==> src/design/raw_pixel_unpacker_defines.svh <==
// ----------------------------------------------------------------------------
// Raw pixel unpacker assertion macros
// Helpers for the concurrent checks of the unpacker queue module.
// ----------------------------------------------------------------------------
`ifndef RAW_PIXEL_UNPACKER_DEFINES_SVH
`define RAW_PIXEL_UNPACKER_DEFINES_SVH

// Check a condition at every clock edge outside reset.
`define RPU_ASSERT_ALWAYS(lbl, cond, msg) \
  lbl: assert property (@(posedge clk) disable iff (!rst_n) (cond)) else $error(msg);

// Check a consequence in the same cycle as its trigger.
`define RPU_ASSERT_SAME(lbl, ante, cons, msg) \
  lbl: assert property (@(posedge clk) disable iff (!rst_n) (ante) |-> (cons)) \
    else $error(msg);

// Check a consequence in the cycle after its trigger.
`define RPU_ASSERT_NEXT(lbl, ante, cons, msg) \
  lbl: assert property (@(posedge clk) disable iff (!rst_n) (ante) |=> (cons)) \
    else $error(msg);

`endif

==> src/design/rpu_pkg.sv <==
// ----------------------------------------------------------------------------
// rpu_pkg
// Types, constants and tables shared by the raw pixel unpacker modules.
// ----------------------------------------------------------------------------
package rpu_pkg;

  localparam int MAX_LINE_PIXELS_DEF  = 8192;
  localparam int MAX_STRIDE_BYTES_DEF = 32768;
  localparam int LINE_INDEX_LIMIT     = 8192;

  localparam int PIX_W      = 16;
  localparam int COL_W      = 13;
  localparam int LINE_IDX_W = 13;
  localparam int LINES_W    = 14;
  localparam int ACC_W      = 32;
  localparam int LANES      = 4;
  localparam int CNT_W      = 3;
  localparam int GQ_DEPTH   = 4;

  // register map, word index = paddr[4:2]
  localparam int PADDR_W = 5;
  localparam int PDATA_W = 32;

  typedef enum logic [2:0] {
    REG_PACK_MODE   = 3'd0,
    REG_SAMPLE_BITS = 3'd1,
    REG_LINE_PIXELS = 3'd2,
    REG_LINE_STRIDE = 3'd3,
    REG_FRAME_LINES = 3'd4
  } rpu_reg_idx_t;

  localparam logic [1:0] MODE_RAW10 = 2'd0;
  localparam logic [1:0] MODE_RAW12 = 2'd1;

  localparam logic [1:0]  PACK_MODE_RST   = MODE_RAW10;
  localparam logic [4:0]  SAMPLE_BITS_RST = 5'd10;
  localparam logic [13:0] LINE_PIXELS_RST = 14'd1920;
  localparam logic [15:0] LINE_STRIDE_RST = 16'd2400;
  localparam logic [13:0] FRAME_LINES_RST = 14'd1080;

  localparam logic [3:0] RAW12_LAST_PHASE = 4'd15;
  localparam logic [3:0] RAW10_LOW_PHASE  = 4'd4;

  typedef struct packed {
    logic [1:0]  pack_mode;
    logic [4:0]  sample_bits;
    logic [13:0] line_pixels;
    logic [15:0] line_stride_bytes;
    logic [13:0] frame_lines;
  } rpu_cfg_t;

  // up to four pixels decoded from one byte
  typedef struct packed {
    logic [LANES-1:0][PIX_W-1:0] value;
    logic [COL_W-1:0]            col;
    logic [CNT_W-1:0]            cnt;
    logic                        le_last;
    logic                        fe_last;
  } rpu_group_t;

  // bit position at which a RAW12 burst byte lands in the accumulator
  function automatic logic [4:0] raw12_held(input logic [3:0] ph);
    logic [4:0] held;
    unique case (ph) inside
      4'd0, 4'd3, 4'd6, 4'd9, 4'd12, 4'd15: held = 5'd0;
      4'd1, 4'd4, 4'd7, 4'd10, 4'd13:       held = 5'd8;
      default:                              held = 5'd4;
    endcase
    return held;
  endfunction

endpackage

==> src/design/rpu_regs.sv <==
// ----------------------------------------------------------------------------
// rpu_regs
// APB-style configuration registers of the raw pixel unpacker.
// ----------------------------------------------------------------------------
module rpu_regs (
  input  logic                        clk,
  input  logic                        rst_n,
  input  logic                        psel,
  input  logic                        penable,
  input  logic                        pwrite,
  input  logic [rpu_pkg::PADDR_W-1:0] paddr,
  input  logic [rpu_pkg::PDATA_W-1:0] pwdata,
  output logic [rpu_pkg::PDATA_W-1:0] prdata,
  output logic                        pready,
  output rpu_pkg::rpu_cfg_t           cfg
);
  import rpu_pkg::*;

  rpu_cfg_t     cfg_r, cfg_nxt;
  rpu_reg_idx_t idx;
  logic         wr_en;

  assign idx    = rpu_reg_idx_t'(paddr[4:2]);
  assign wr_en  = psel && penable && pwrite;
  assign pready = 1'b1;
  assign cfg    = cfg_r;

  always_comb begin
    cfg_nxt = cfg_r;
    if (wr_en) begin
      unique case (idx)
        REG_PACK_MODE:   cfg_nxt.pack_mode         = pwdata[1:0];
        REG_SAMPLE_BITS: cfg_nxt.sample_bits       = pwdata[4:0];
        REG_LINE_PIXELS: cfg_nxt.line_pixels       = pwdata[13:0];
        REG_LINE_STRIDE: cfg_nxt.line_stride_bytes = pwdata[15:0];
        REG_FRAME_LINES: cfg_nxt.frame_lines       = pwdata[13:0];
        default:         cfg_nxt = cfg_r;
      endcase
    end
  end

  always_comb begin
    unique case (idx)
      REG_PACK_MODE:   prdata = PDATA_W'(cfg_r.pack_mode);
      REG_SAMPLE_BITS: prdata = PDATA_W'(cfg_r.sample_bits);
      REG_LINE_PIXELS: prdata = PDATA_W'(cfg_r.line_pixels);
      REG_LINE_STRIDE: prdata = PDATA_W'(cfg_r.line_stride_bytes);
      REG_FRAME_LINES: prdata = PDATA_W'(cfg_r.frame_lines);
      default:         prdata = '0;
    endcase
  end

  always_ff @(posedge clk) begin
    if (!rst_n) begin
      cfg_r.pack_mode         <= PACK_MODE_RST;
      cfg_r.sample_bits       <= SAMPLE_BITS_RST;
      cfg_r.line_pixels       <= LINE_PIXELS_RST;
      cfg_r.line_stride_bytes <= LINE_STRIDE_RST;
      cfg_r.frame_lines       <= FRAME_LINES_RST;
    end else begin
      cfg_r <= cfg_nxt;
    end
  end

endmodule

==> src/design/rpu_front.sv <==
// ----------------------------------------------------------------------------
// rpu_front
// Byte decoder: gathers bytes, forms pixel groups, tracks line and frame.
// ----------------------------------------------------------------------------
module rpu_front #(
  parameter int MAX_LINE_PIXELS  = rpu_pkg::MAX_LINE_PIXELS_DEF,
  parameter int MAX_STRIDE_BYTES = rpu_pkg::MAX_STRIDE_BYTES_DEF
) (
  input  logic               clk,
  input  logic               rst_n,
  input  rpu_pkg::rpu_cfg_t  cfg,
  input  logic               accept,
  input  logic [7:0]         data_byte,
  output logic               grp_wr,
  output rpu_pkg::rpu_group_t grp
);
  import rpu_pkg::*;

  localparam int PW = $clog2(MAX_LINE_PIXELS + 1);
  localparam int SW = $clog2(MAX_STRIDE_BYTES + 1);

  logic [SW-1:0]         bil_r, bil_nxt;
  logic [PW-1:0]         pil_r, pil_nxt;
  logic [LINE_IDX_W-1:0] li_r, li_nxt;
  logic [3:0]            phase_r, phase_nxt;
  logic [ACC_W-1:0]      acc_r, acc_nxt;

  logic [PW-1:0]      eff_w;
  logic [SW-1:0]      eff_s;
  logic [LINES_W-1:0] eff_l;
  logic [15:0]        stride_nz;
  logic [LINES_W-1:0] lines_nz;

  logic [LANES-1:0][PIX_W-1:0] vals;
  logic [CNT_W-1:0]            cand;
  logic [ACC_W-1:0]            acc_dec;
  logic [3:0]                  phase_dec;
  logic [PW-1:0]               rem;
  logic [CNT_W-1:0]            n;
  logic [SW-1:0]               bil_inc;
  logic [LINES_W-1:0]          li_inc;

  // clamp the programmed sizes
  always_comb begin
    stride_nz = (cfg.line_stride_bytes == 16'd0) ? 16'd1 : cfg.line_stride_bytes;
    lines_nz  = (cfg.frame_lines == 14'd0) ? 14'd1 : cfg.frame_lines;
    eff_w = (32'(cfg.line_pixels) > MAX_LINE_PIXELS) ? PW'(MAX_LINE_PIXELS)
                                                      : PW'(cfg.line_pixels);
    eff_s = (32'(stride_nz) > MAX_STRIDE_BYTES) ? SW'(MAX_STRIDE_BYTES) : SW'(stride_nz);
    eff_l = (lines_nz > LINES_W'(LINE_INDEX_LIMIT)) ? LINES_W'(LINE_INDEX_LIMIT) : lines_nz;
  end

  // decode one byte
  always_comb begin
    logic [ACC_W-1:0] b32;
    logic [ACC_W-1:0] accb;
    logic [4:0]       held;
    logic [15:0]      sample;
    logic [4:0]       shift;
    logic [31:0]      shifted;
    b32       = ACC_W'(data_byte);
    accb      = '0;
    held      = '0;
    sample    = '0;
    shift     = '0;
    shifted   = '0;
    vals      = '0;
    cand      = '0;
    acc_dec   = '0;
    phase_dec = '0;
    case (cfg.pack_mode)
      MODE_RAW10: begin
        if (phase_r < RAW10_LOW_PHASE) begin
          acc_dec   = acc_r | (b32 << {phase_r[1:0], 3'b000});
          phase_dec = phase_r + 4'd1;
        end else begin
          for (int k = 0; k < LANES; k++) begin
            vals[k] = {acc_r[8*k +: 8], data_byte[2*k +: 2], 6'd0};
          end
          cand = CNT_W'(LANES);
        end
      end
      MODE_RAW12: begin
        if (phase_r != RAW12_LAST_PHASE) begin
          held = raw12_held(phase_r);
          accb = acc_r | (b32 << held);
          if (held >= 5'd4) begin
            vals[0] = {accb[11:0], 4'd0};
            cand    = CNT_W'(1);
            acc_dec = accb >> 12;
          end else begin
            acc_dec = accb;
          end
          phase_dec = phase_r + 4'd1;
        end
      end
      default: begin
        if (phase_r == 4'd0) begin
          acc_dec   = b32;
          phase_dec = 4'd1;
        end else begin
          sample  = {data_byte, acc_r[7:0]};
          shift   = (cfg.sample_bits > 5'd16) ? 5'd0 : 5'd16 - cfg.sample_bits;
          shifted = {16'd0, sample} << shift;
          vals[0] = shifted[15:0];
          cand    = CNT_W'(1);
        end
      end
    endcase
  end

  // suppress pixels past the line width, then advance the position
  always_comb begin
    // a width lowered mid-line can leave the position at or past the line end
    rem     = (pil_r >= eff_w) ? '0 : eff_w - pil_r;
    n       = (rem >= PW'(cand)) ? cand : rem[CNT_W-1:0];
    bil_inc = bil_r + SW'(1);
    li_inc  = {1'b0, li_r} + LINES_W'(1);

    grp.value   = vals;
    grp.col     = COL_W'(pil_r);
    grp.cnt     = n;
    grp.le_last = (PW'(n) == rem);
    grp.fe_last = (PW'(n) == rem) && (li_inc >= eff_l);
    grp_wr      = accept && (n != '0);

    bil_nxt   = bil_r;
    pil_nxt   = pil_r;
    li_nxt    = li_r;
    phase_nxt = phase_r;
    acc_nxt   = acc_r;
    if (accept) begin
      phase_nxt = phase_dec;
      acc_nxt   = acc_dec;
      pil_nxt   = pil_r + PW'(n);
      bil_nxt   = bil_inc;
      if (bil_inc >= eff_s) begin
        bil_nxt   = '0;
        pil_nxt   = '0;
        phase_nxt = '0;
        acc_nxt   = '0;
        li_nxt    = (li_inc >= eff_l) ? '0 : li_inc[LINE_IDX_W-1:0];
      end
    end
  end

  always_ff @(posedge clk) begin
    if (!rst_n) begin
      bil_r   <= '0;
      pil_r   <= '0;
      li_r    <= '0;
      phase_r <= '0;
      acc_r   <= '0;
    end else begin
      bil_r   <= bil_nxt;
      pil_r   <= pil_nxt;
      li_r    <= li_nxt;
      phase_r <= phase_nxt;
      acc_r   <= acc_nxt;
    end
  end

endmodule

==> src/design/rpu_queue.sv <==
// ----------------------------------------------------------------------------
// rpu_queue
// Short queue of pixel groups between the decoder and the output side.
// ----------------------------------------------------------------------------
module rpu_queue (
  input  logic                clk,
  input  logic                rst_n,
  input  logic                wr_en,
  input  rpu_pkg::rpu_group_t wr_grp,
  input  logic                rd_en,
  output rpu_pkg::rpu_group_t rd_grp,
  output logic                full,
  output logic                empty
);
  import rpu_pkg::*;

  localparam int PTR_W = $clog2(GQ_DEPTH);
  localparam int QC_W  = $clog2(GQ_DEPTH + 1);

  rpu_group_t       grp_r [GQ_DEPTH];
  logic [PTR_W-1:0] wr_ptr_r, wr_ptr_nxt;
  logic [PTR_W-1:0] rd_ptr_r, rd_ptr_nxt;
  logic [QC_W-1:0]  count_r, count_nxt;

  assign full   = (count_r == QC_W'(GQ_DEPTH));
  assign empty  = (count_r == '0);
  assign rd_grp = grp_r[rd_ptr_r];

  always_comb begin
    wr_ptr_nxt = wr_ptr_r;
    rd_ptr_nxt = rd_ptr_r;
    count_nxt  = count_r;
    if (wr_en) begin
      wr_ptr_nxt = (wr_ptr_r == PTR_W'(GQ_DEPTH - 1)) ? '0 : wr_ptr_r + PTR_W'(1);
    end
    if (rd_en) begin
      rd_ptr_nxt = (rd_ptr_r == PTR_W'(GQ_DEPTH - 1)) ? '0 : rd_ptr_r + PTR_W'(1);
    end
    case ({wr_en, rd_en})
      2'b10:   count_nxt = count_r + QC_W'(1);
      2'b01:   count_nxt = count_r - QC_W'(1);
      default: count_nxt = count_r;
    endcase
  end

  always_ff @(posedge clk) begin
    if (wr_en) begin
      grp_r[wr_ptr_r] <= wr_grp;
    end
  end

  always_ff @(posedge clk) begin
    if (!rst_n) begin
      wr_ptr_r <= '0;
      rd_ptr_r <= '0;
      count_r  <= '0;
    end else begin
      wr_ptr_r <= wr_ptr_nxt;
      rd_ptr_r <= rd_ptr_nxt;
      count_r  <= count_nxt;
    end
  end

`include "raw_pixel_unpacker_defines.svh"

  `RPU_ASSERT_SAME(a_no_overflow, wr_en, count_r < QC_W'(GQ_DEPTH), "group written into a full queue")
  `RPU_ASSERT_SAME(a_no_underflow, rd_en, count_r != '0, "group read from an empty queue")
  `RPU_ASSERT_NEXT(a_count_up, wr_en && !rd_en, count_r == $past(count_r) + QC_W'(1), "queue count lost a write")

endmodule

==> src/design/rpu_back.sv <==
// ----------------------------------------------------------------------------
// rpu_back
// Output side: walks the pixels of the head group, one per pop.
// ----------------------------------------------------------------------------
module rpu_back (
  input  logic                         clk,
  input  logic                         rst_n,
  input  rpu_pkg::rpu_group_t          head,
  input  logic                         q_empty,
  output logic                         q_rd,
  input  logic                         pop,
  output logic                         empty,
  output logic [rpu_pkg::PIX_W-1:0]    pixel_value,
  output logic [rpu_pkg::COL_W-1:0]    column,
  output logic                         line_end,
  output logic                         frame_end,
  output logic                         run_last
);
  import rpu_pkg::*;

  localparam int IDX_W = $clog2(LANES);

  logic [IDX_W-1:0] idx_r, idx_nxt;
  logic             last;

  assign last        = ({1'b0, idx_r} == (head.cnt - CNT_W'(1)));
  assign empty       = q_empty;
  assign pixel_value = head.value[idx_r];
  assign column      = head.col + COL_W'(idx_r);
  assign line_end    = last && head.le_last;
  assign frame_end   = last && head.fe_last;
  assign run_last    = last;
  assign q_rd        = pop && !q_empty && last;

  always_comb begin
    idx_nxt = idx_r;
    if (pop && !q_empty) begin
      idx_nxt = last ? '0 : idx_r + IDX_W'(1);
    end
  end

  always_ff @(posedge clk) begin
    if (!rst_n) begin
      idx_r <= '0;
    end else begin
      idx_r <= idx_nxt;
    end
  end

endmodule

==> src/design/raw_pixel_unpacker.sv <==
// A byte that completes pixels writes its group into the queue register; its
//   pixels then reach the result ports from the queue head, one per pop.
// Throughput: one byte per cycle while the queue has room; one pixel per cycle
//   out while popped, set by the walk over a group (four for a RAW10 low byte).
// Reset (synchronous, rst_n low): clears line, frame and queue state and loads
//   the register defaults; the first byte may follow on the next cycle.
// ----------------------------------------------------------------------------
// raw_pixel_unpacker
// Unpacks RAW10, burst RAW12 and 16-bit raw buffers into left-aligned pixels.
// ----------------------------------------------------------------------------
module raw_pixel_unpacker #(
  parameter int MAX_LINE_PIXELS  = rpu_pkg::MAX_LINE_PIXELS_DEF,
  parameter int MAX_STRIDE_BYTES = rpu_pkg::MAX_STRIDE_BYTES_DEF
) (
  input  logic                        clk,
  input  logic                        rst_n,
  // input channel: one buffer byte per request
  input  logic                        push,
  output logic                        full,
  input  logic [7:0]                  in_data_byte,
  // result channel: one pixel per request
  output logic                        empty,
  input  logic                        pop,
  output logic [rpu_pkg::PIX_W-1:0]   out_pixel_value,
  output logic [rpu_pkg::COL_W-1:0]   out_column,
  output logic                        out_line_end,
  output logic                        out_frame_end,
  output logic                        out_run_last,
  // configuration port
  input  logic                        psel,
  input  logic                        penable,
  input  logic                        pwrite,
  input  logic [rpu_pkg::PADDR_W-1:0] paddr,
  input  logic [rpu_pkg::PDATA_W-1:0] pwdata,
  output logic [rpu_pkg::PDATA_W-1:0] prdata,
  output logic                        pready
);
  import rpu_pkg::*;

  rpu_cfg_t   cfg;
  rpu_group_t wr_grp;
  rpu_group_t head_grp;
  logic       accept;
  logic       grp_wr;
  logic       grp_rd;
  logic       q_full;
  logic       q_empty;

  // take a byte whenever the group queue has room; the decoder never waits
  // on the output side directly
  assign accept = push && !q_full;
  assign full   = q_full;

  rpu_regs u_regs (
    .clk     (clk),
    .rst_n   (rst_n),
    .psel    (psel),
    .penable (penable),
    .pwrite  (pwrite),
    .paddr   (paddr),
    .pwdata  (pwdata),
    .prdata  (prdata),
    .pready  (pready),
    .cfg     (cfg)
  );

  // front: gather bytes, decode, drop padding and overrun pixels
  rpu_front #(
    .MAX_LINE_PIXELS  (MAX_LINE_PIXELS),
    .MAX_STRIDE_BYTES (MAX_STRIDE_BYTES)
  ) u_front (
    .clk       (clk),
    .rst_n     (rst_n),
    .cfg       (cfg),
    .accept    (accept),
    .data_byte (in_data_byte),
    .grp_wr    (grp_wr),
    .grp       (wr_grp)
  );

  // hold decoded groups until the output side drains them
  rpu_queue u_queue (
    .clk    (clk),
    .rst_n  (rst_n),
    .wr_en  (grp_wr),
    .wr_grp (wr_grp),
    .rd_en  (grp_rd),
    .rd_grp (head_grp),
    .full   (q_full),
    .empty  (q_empty)
  );

  // back: advance through the head group one pixel per pop, drop it after
  // its last pixel
  rpu_back u_back (
    .clk         (clk),
    .rst_n       (rst_n),
    .head        (head_grp),
    .q_empty     (q_empty),
    .q_rd        (grp_rd),
    .pop         (pop),
    .empty       (empty),
    .pixel_value (out_pixel_value),
    .column      (out_column),
    .line_end    (out_line_end),
    .frame_end   (out_frame_end),
    .run_last    (out_run_last)
  );

endmodule
==> config.mk <==
export PLATFORM = sky130hd
export DESIGN_NAME = raw_pixel_unpacker
export DESIGN_NICKNAME = d
export VERILOG_FILES = /design/src/design/rpu_pkg.sv /design/src/design/rpu_regs.sv /design/src/design/rpu_front.sv /design/src/design/rpu_queue.sv /design/src/design/rpu_back.sv /design/src/design/raw_pixel_unpacker.sv
export VERILOG_INCLUDE_DIRS = /design/src /design/src/design
export SDC_FILE = /design/constraint.sdc
export NUM_CORES = 1
export LEC_CHECK = 0
export ABC_CLOCK_PERIOD_IN_PS = 6600
export BUFFER_PORTS_ARGS = -buffer_cell sky130_fd_sc_hd__buf_2
export CORE_MARGIN = 3
export CORE_UTILIZATION = 45
export DETAILED_ROUTE_END_ITERATION = 16
export PLACE_DENSITY = 0.69
export SLEW_MARGIN = 20
export SYNTH_ARGS = -nofsm -noshare
export SYNTH_HDL_FRONTEND = slang
export SYNTH_SLANG_ARGS = --single-unit
==> constraint.sdc <==
create_clock -name clk -period 6.6 [get_ports clk]
set_clock_uncertainty 0.15 [all_clocks]
set_input_delay 1.32 -clock clk [delete_from_list [all_inputs] [get_ports clk]]
set_output_delay 1.32 -clock clk [all_outputs]
set_load 0.02 [all_outputs]
==> results of run 1 <==
==> cell families (layout without fill, tap and decap cells) <==
logic type	after synthesis	in the layout	synth area share, %
mux	136	136	11.9
buf+inv	178	251	3.73
fa+ha+maj	69	69	4.46
compound gates	355	355	11.5
simple gates	557	557	13.3
xor+xnor	61	61	2.67
flops	397	397	52.5
other cells	2	17	0.0375
==> power breakdown <==
part	switching, mW	internal (mW)
clock network	0.996	1.33
logic	0.173	0.0938
registers	0.0226	2.63
==> worst paths after layout <==
check                                       start                end  slack [ps]
worst min-delay path            u_front.bil_r[15]  u_front.bil_r[15]         310
worst max-delay path               u_regs.cfg[36]   u_front.pil_r[8]         570
worst min register to register  u_front.bil_r[15]  u_front.bil_r[15]         310
worst max register to register     u_regs.cfg[36]   u_front.pil_r[8]         570
==> flip-flops by register name (all words and copies together), names as in the netlist, named ones only <==
name,count
u_queue.wr_ptr_r,2
u_front.phase_r,4
u_front.pil_r,14
u_queue.rd_ptr_r,2
u_front.bil_r,16
u_regs.cfg,51
u_front.acc_r,32
u_back.idx_r,2
u_queue.grp_r,256
u_queue.count_r,3
u_front.li_r,13
==> per-stage QoR <==
stage,std cells,cell area (µm²)
after floorplan,1770,20100
after global placement,2348,21000
after detailed placement,2348,21000
after CTS,2428,22400
after global routing,2428,22400
final,2428,22400
==> metal layers <==
metal | wire, µm | vias to the layer above
li1 | - | 6650
met1 | 21500 | 7042
met2 | 23100 | 513
met3 | 3460 | 92
met4 | 1200 | 0
met5 | 0 | -
==> final cells by class <==
class                           instances  area, µm²
Sequential cell                       397      10500
Tap cell                              585        732
Clock inverter                         20        169
Inverter                               62        233
Multi-Input combinational cell       1195       8870
Clock buffer                           60       1210
Fill cell                            3834      21200
Timing Repair Buffer                  109        673
==> critical path: stages, from the launching register on <==
cell and delay, ps:
dfxtp_1 330, nor4_1 320, a41oi_1 190, nor2b_1 160
ha_1 350, a211oi_2 320, o21ai_2 120, a21oi_2 230
o21ai_2 150, nand2b_1 180, ha_1 250, nand2b_1 150
a21oi_1 210, a31oi_1 110, or4b_4 610, nand2_1 160
nor2_1 60, a21oi_1 210, ha_1 220, inv_1 70
fa_1 410, inv_1 80, a21oi_1 70, nor3_2 210
nand2_1 120, nor4_1 250, xnor2_1 160, nor2_1 50
==> cell usage in the layout, fill, tap and decap left out, types with 20 or more instances in the layout <==
cell	count
a21oi_1	131
a22oi_1	24
and2_1	40
and3_1	25
buf_2	83
buf_4	21
clkbuf_16	43
dfxtp_1	139
edfxtp_1	256
ha_1	64
inv_1	60
mux2i_1	47
mux4_2	81
nand2_1	228
nand3_1	63
nor2_1	79
nor2b_1	20
o21ai_0	49
xnor2_1	36
xor2_1	25
==> timing repair <==
| item | CTS | global route |
|---|---|---|
| setup buffers | 0 | 0 |
| resized for setup | 0 | 5 |
| endpoints found under the setup margin | 0 | 9 |
==> results.md, run 1 <==
* Outcome: complete, no violations
* Hold crit path type: register to register
* Min Tclk post-route at 6030 ps
* CP Launch Type: register
* Total I/O pin count at between 100 and 150
* H-tree depth at 2
* Share of cells above drive strength 1 at 16.1%
* Unrepaired setup endpoints after global routing: no
* Port Buf Inserts at between 80 and 90
* Grt met2 use at between 30% and 40%
* Vias in the first global route at between 10000 and 15000
* R2R depth at 27
* Row count at between 70 and 80
* Setup WS post-layout at 567 ps
* Die area at about 47000 µm²
* Post-DP HPWL at around 33 mm
* Grt ovf at 0
* Drc violations at 0
* DR WL/cell at about 20 µm
* Post-synthesis sequential area ratio at 52.5%
* Hold Worst Slack at between 300 and 400 ps
* Setup violations, final at 0
* Power Dens Cells at approximately 230 nW/µm²
* Area growth from synthesis to layout at 11.8%
* Gpl congestion at 0.919
* Relative slew margins at 27.1%
* Worst Tran Pin Value at between 1000 and 1500 ps
* Initial cell density of the core at a little under half
* Final Cycle Share at slightly above 90%
* Flops & latches, synth at around 400
* Worst vdd rail ir drop at 0.177 mV
* Die width at approximately 220 µm
* Setup CP Type: register to register
* Pin count of the biggest net entering global routing at 65
* Fmax at ~0.17 GHz
* Most frequent cell after synthesis: edfxtp_1
* Initial detailed-routing violation count at between 1000 and 1500
* Antenna diode count at 0
* Arr. time, crit path at ~6300 ps
* Max-slew violations at 0
* Post-synth top area share at between 30% and 40%
* Main synth FF type: edfxtp_1
* Post-DRT Antenna Nets at 0
* Mapped cell area at 20000 µm²
* Crit path required time at slightly below 7000 ps
* Met3 Use GR at ~3.7%
* Commonest cells in the netlist: 256 x edfxtp_1, 228 x nand2_1, 141 x dfxtp_1, 132 x a21oi_1
* Root buf cell: clkbuf_16
* GR Util met1 at ~29%
* Synth Instances at between 1500 and 2000
* Worst-path clk slew at 60 ps
* Clk sinks at between 300 and 400
* Critical path endpoint category: register
* Util after Layout at about half
* Hold Crit Depth at 2
* Setup TNS at 0 ps
* Hold Vio Cnt, Final at 0
* Core area at roughly 44000 µm²
* Initial antenna violation count at 0
* Dpl ws at ~110 ps
* Top cells by area, synth: edfxtp_1 38%, dfxtp_1 14%, mux4_2 9.1%
* # hold bufs at CTS at 0
* Total Power at between 5 and 6 mW
* Total GRT Usage at between 20% and 30%
* Final net count at between 1500 and 2000
* Layer carrying the most global-route usage: met2
* CTS tree: built
* Critical path fanouts, max at 7
* Vias at 14300
* Vias per std cell at about 5.9
* Leakage power at between 8 and 9 nW
* Post-synth EDFFs at about 260
* Yosys cell types at between 70 and 80
* Global-route wire length before repair at ~78 mm
* CTS Buf Count at 43
* Clk buf depth at 3
* Synth warn at 0
* Clk_lat worst skew at approximately 580 ps
* Die height at 217 µm
* Avg Cell Area, Syn at about 11 µm²
* Max-cap violations at 0
* Dominant cell type by area after synthesis: edfxtp_1
* Routed WL at approximately 49 mm
* Drt pass-1 iters at 7
* Async S/R FF share, synth at 0%
Note: power is estimated with default switching activity, not from simulation.
==> run 2: changes to the inputs <==
--- a/config.mk
+++ b/config.mk
@@ -8,10 +8,13 @@
 export LEC_CHECK = 0
 export ABC_CLOCK_PERIOD_IN_PS = 6600
 export BUFFER_PORTS_ARGS = -buffer_cell sky130_fd_sc_hd__buf_2
+export CELL_PAD_IN_SITES_DETAIL_PLACEMENT = 1
+export CELL_PAD_IN_SITES_GLOBAL_PLACEMENT = 1
 export CORE_MARGIN = 3
 export CORE_UTILIZATION = 45
+export CTS_BUF_LIST = sky130_fd_sc_hd__clkbuf_8
 export DETAILED_ROUTE_END_ITERATION = 16
-export PLACE_DENSITY = 0.69
+export PLACE_DENSITY = 0.81
 export SLEW_MARGIN = 20
 export SYNTH_ARGS = -nofsm -noshare
 export SYNTH_HDL_FRONTEND = slang
==> run 2 against run 1 <==
Compared with the run above: cell area about the same; worst setup slack better by 1.3 ps; first-iteration DRC count down 12%; critical endpoint unchanged; highest routed layer unchanged.
==> results.md, run 2 (synthesized netlist as in run 1, its figures left out) <==
* CP Launch Type: register
* Final net count at 1956 (+1.4%)
* Gpl congestion at 0.894 (-2.7%)
* Critical path fanouts, max at 6 (-1)
* Hold crit path type: register to register
* H-tree depth at 3 (+1)
* Port Buf Inserts at 83 (unchanged)
* Crit path depth at 27 (unchanged)
* Vias in the first global route at 15800 (+12%)
* Min Tclk post-route at 6030 ps (-1.29 ps)
* Setup CP Type: register to register
* Arr. time, crit path at 6380 ps (+50 ps)
* Antenna diode count at 0 (unchanged)
* Top reg by flops: u_queue.grp_r
* Worst-path clk slew at 60 ps (about the same)
* Pin count of the biggest net entering global routing at 53 (-18%)
* Worst Tran Pin Value at 1130 ps (+42.7 ps)
* Vias per std cell at 6.00 (+1.9%)
* Unrepaired setup endpoints after global routing: no
* Grt ovf at 0 (unchanged)
* Outcome: complete, no violations
* R2r setup slk at 570 ps (about the same)
* Root buf cell: clkbuf_8
* Die width at 217 µm (unchanged)
* Final Cycle Share at 91.4% (about the same)
* Row count at 76 (unchanged)
* Post-DP HPWL at 38.3 mm (+16%)
* Routed WL at 56.9 mm (+15%)
* Crit-path leading delay family: simple AND/OR/NAND/NOR gates
* # hold bufs at CTS at 0 (unchanged)
* Max-cap violations at 0 (unchanged)
* Crit path buffers/inverters at 2 (unchanged)
* Vias at 14800 (+3.7%)
* Hold Worst Slack at 325 ps (+14.5 ps)
* Drt pass-1 iters at 6 (-1)
* Setup TNS at 0 ps (unchanged)
* Commonest non-fill, non-tap cell in the layout: edfxtp_1
* DR WL/cell at 23.0 µm (+13%)
* Drc violations at 0 (unchanged)
* Critical R2R Launch: u_regs.cfg[36]
* Area growth from synthesis to layout at 11.9% (about the same)
* Number of flip-flops in the largest register at 256 (unchanged)
* Core area at 43600 µm² (unchanged)
* Fmax at 0.166 GHz (about the same)
* Critical path endpoint category: register
* Crit path from: u_regs.cfg[36]
* Total I/O pin count at 119 (unchanged)
* Relative slew margins at 24.3% (-2.9 points)
* Initial detailed-routing violation count at 1214 (-12%)
* Initial cell density of the core at 46.0% (unchanged)
* Total GRT Usage at 24.1% (+3.5 points)
* CTS tree: built
* Clk buf depth at 3 (unchanged)
* Die area at 47100 µm² (unchanged)
* R2R depth at 27 (unchanged)
* CP Capture Point: u_front.pil_r[8]
* CP peak stage delay at 600 ps (about the same)
* Share of cells above drive strength 1 at 17.8% (+1.6 points)
* Initial antenna violation count at 0 (unchanged)
* Hold Vio Cnt, Final at 0 (unchanged)
* CTS Buf Count at 69 (+60%)
* Global-route wire length before repair at 89.1 mm (+15%)
* Clk_lat worst skew at 650 ps (+70 ps)
* Die height at 217 µm (unchanged)
* Most frequent cells in the layout: 256 x edfxtp_1, 228 x nand2_1, 139 x dfxtp_1, 130 x a21oi_1, 85 x clkbuf_8
* Worst vdd rail ir drop at 0.155 mV (-13%)
* Clk sinks at 397 (unchanged)
* Crit path required time at 6950 ps (+50 ps)
* Critical path's slowest cell: or4b_4
* Leakage power at 8.17 nW (+1.6%)
* Max-slew violations at 0 (unchanged)
* Setup violations, final at 0 (unchanged)
* Power Dens Cells at 231 nW/µm² (-1.3%)
* R2r endpoint: u_front.pil_r[8]
* Post-DRT Antenna Nets at 0 (unchanged)
==> run 2: power by group <==
part,total [mW],leakage [nW],switching [mW],internal [mW]
Combinational,0.275,3.76,0.181,0.0940
Clock,2.25,0.794,1.04,1.21
Sequential,2.65,3.61,0.0234,2.63
==> run 2: worst min-delay path by stage <==
| stage | slack [ps] | cells past startpoint | to | from |
|---|---|---|---|---|
| 5_1_grt | 350 | 2 | u_front.bil_r[15] | u_front.bil_r[15] |
| 6_report | 320 | 2 | u_front.bil_r[15] | u_front.bil_r[15] |
| 3_3_place_gp | 300 | 2 | u_front.bil_r[15] | u_front.bil_r[15] |
| 2_1_floorplan | 290 | 2 | u_front.bil_r[15] | u_front.bil_r[15] |
| 4_1_cts | 330 | 2 | u_front.li_r[1] | u_front.li_r[1] |
| 3_5_place_dp | 320 | 2 | u_front.li_r[1] | u_front.li_r[1] |
==> run 2: what timing repair did <==
action                                  in CTS  in global routing
endpoints found under the setup margin       0                  9
resized for setup                            0                  5
buffers inserted                             0                  0
endpoints found under the hold margin        0                  0
==> run 2: cell type report <==
class	instances	area, µm²
sequential	397	10500
inverter	62	233
multi-input combinational	1195	8890
clock buffer	85	1170
fill	4668	21100
tap	585	732
timing repair buffer	110	668
clock inverter	37	213
==> run 2: stage by stage <==
step	total power, mW	area (µm²)	setup slack (ps)	utilization, %	instances
after detailed placement	2.97	21000	72.7	48.3	2349
final	5.18	22400	568	51.5	2471
after CTS	5.22	22400	64.7	51.4	2471
after global placement	2.96	21000	366	48.2	2349
after floorplan	2.89	20100	788	-	1770
after global routing	5.36	22400	23.3	51.5	2471
==> run 2: routing by layer <==
| layer | up-vias | routed length [µm] | global-route usage (%) |
|---|---|---|---|
| met1 | 7507 | 23800 | 31.3 |
| met4 | 0 | 1870 | 9.22 |
| met2 | 494 | 27900 | 40.2 |
| li1 | 6694 | - | - |
| met5 | - | 0 | 0 |
| met3 | 127 | 3270 | 4.69 |
==> run 2: worst min-delay path, cell delays in order, from the launching register on <==
cell     delay [ps]
dfxtp_1         310
nand2_1          60
a21oi_1          50
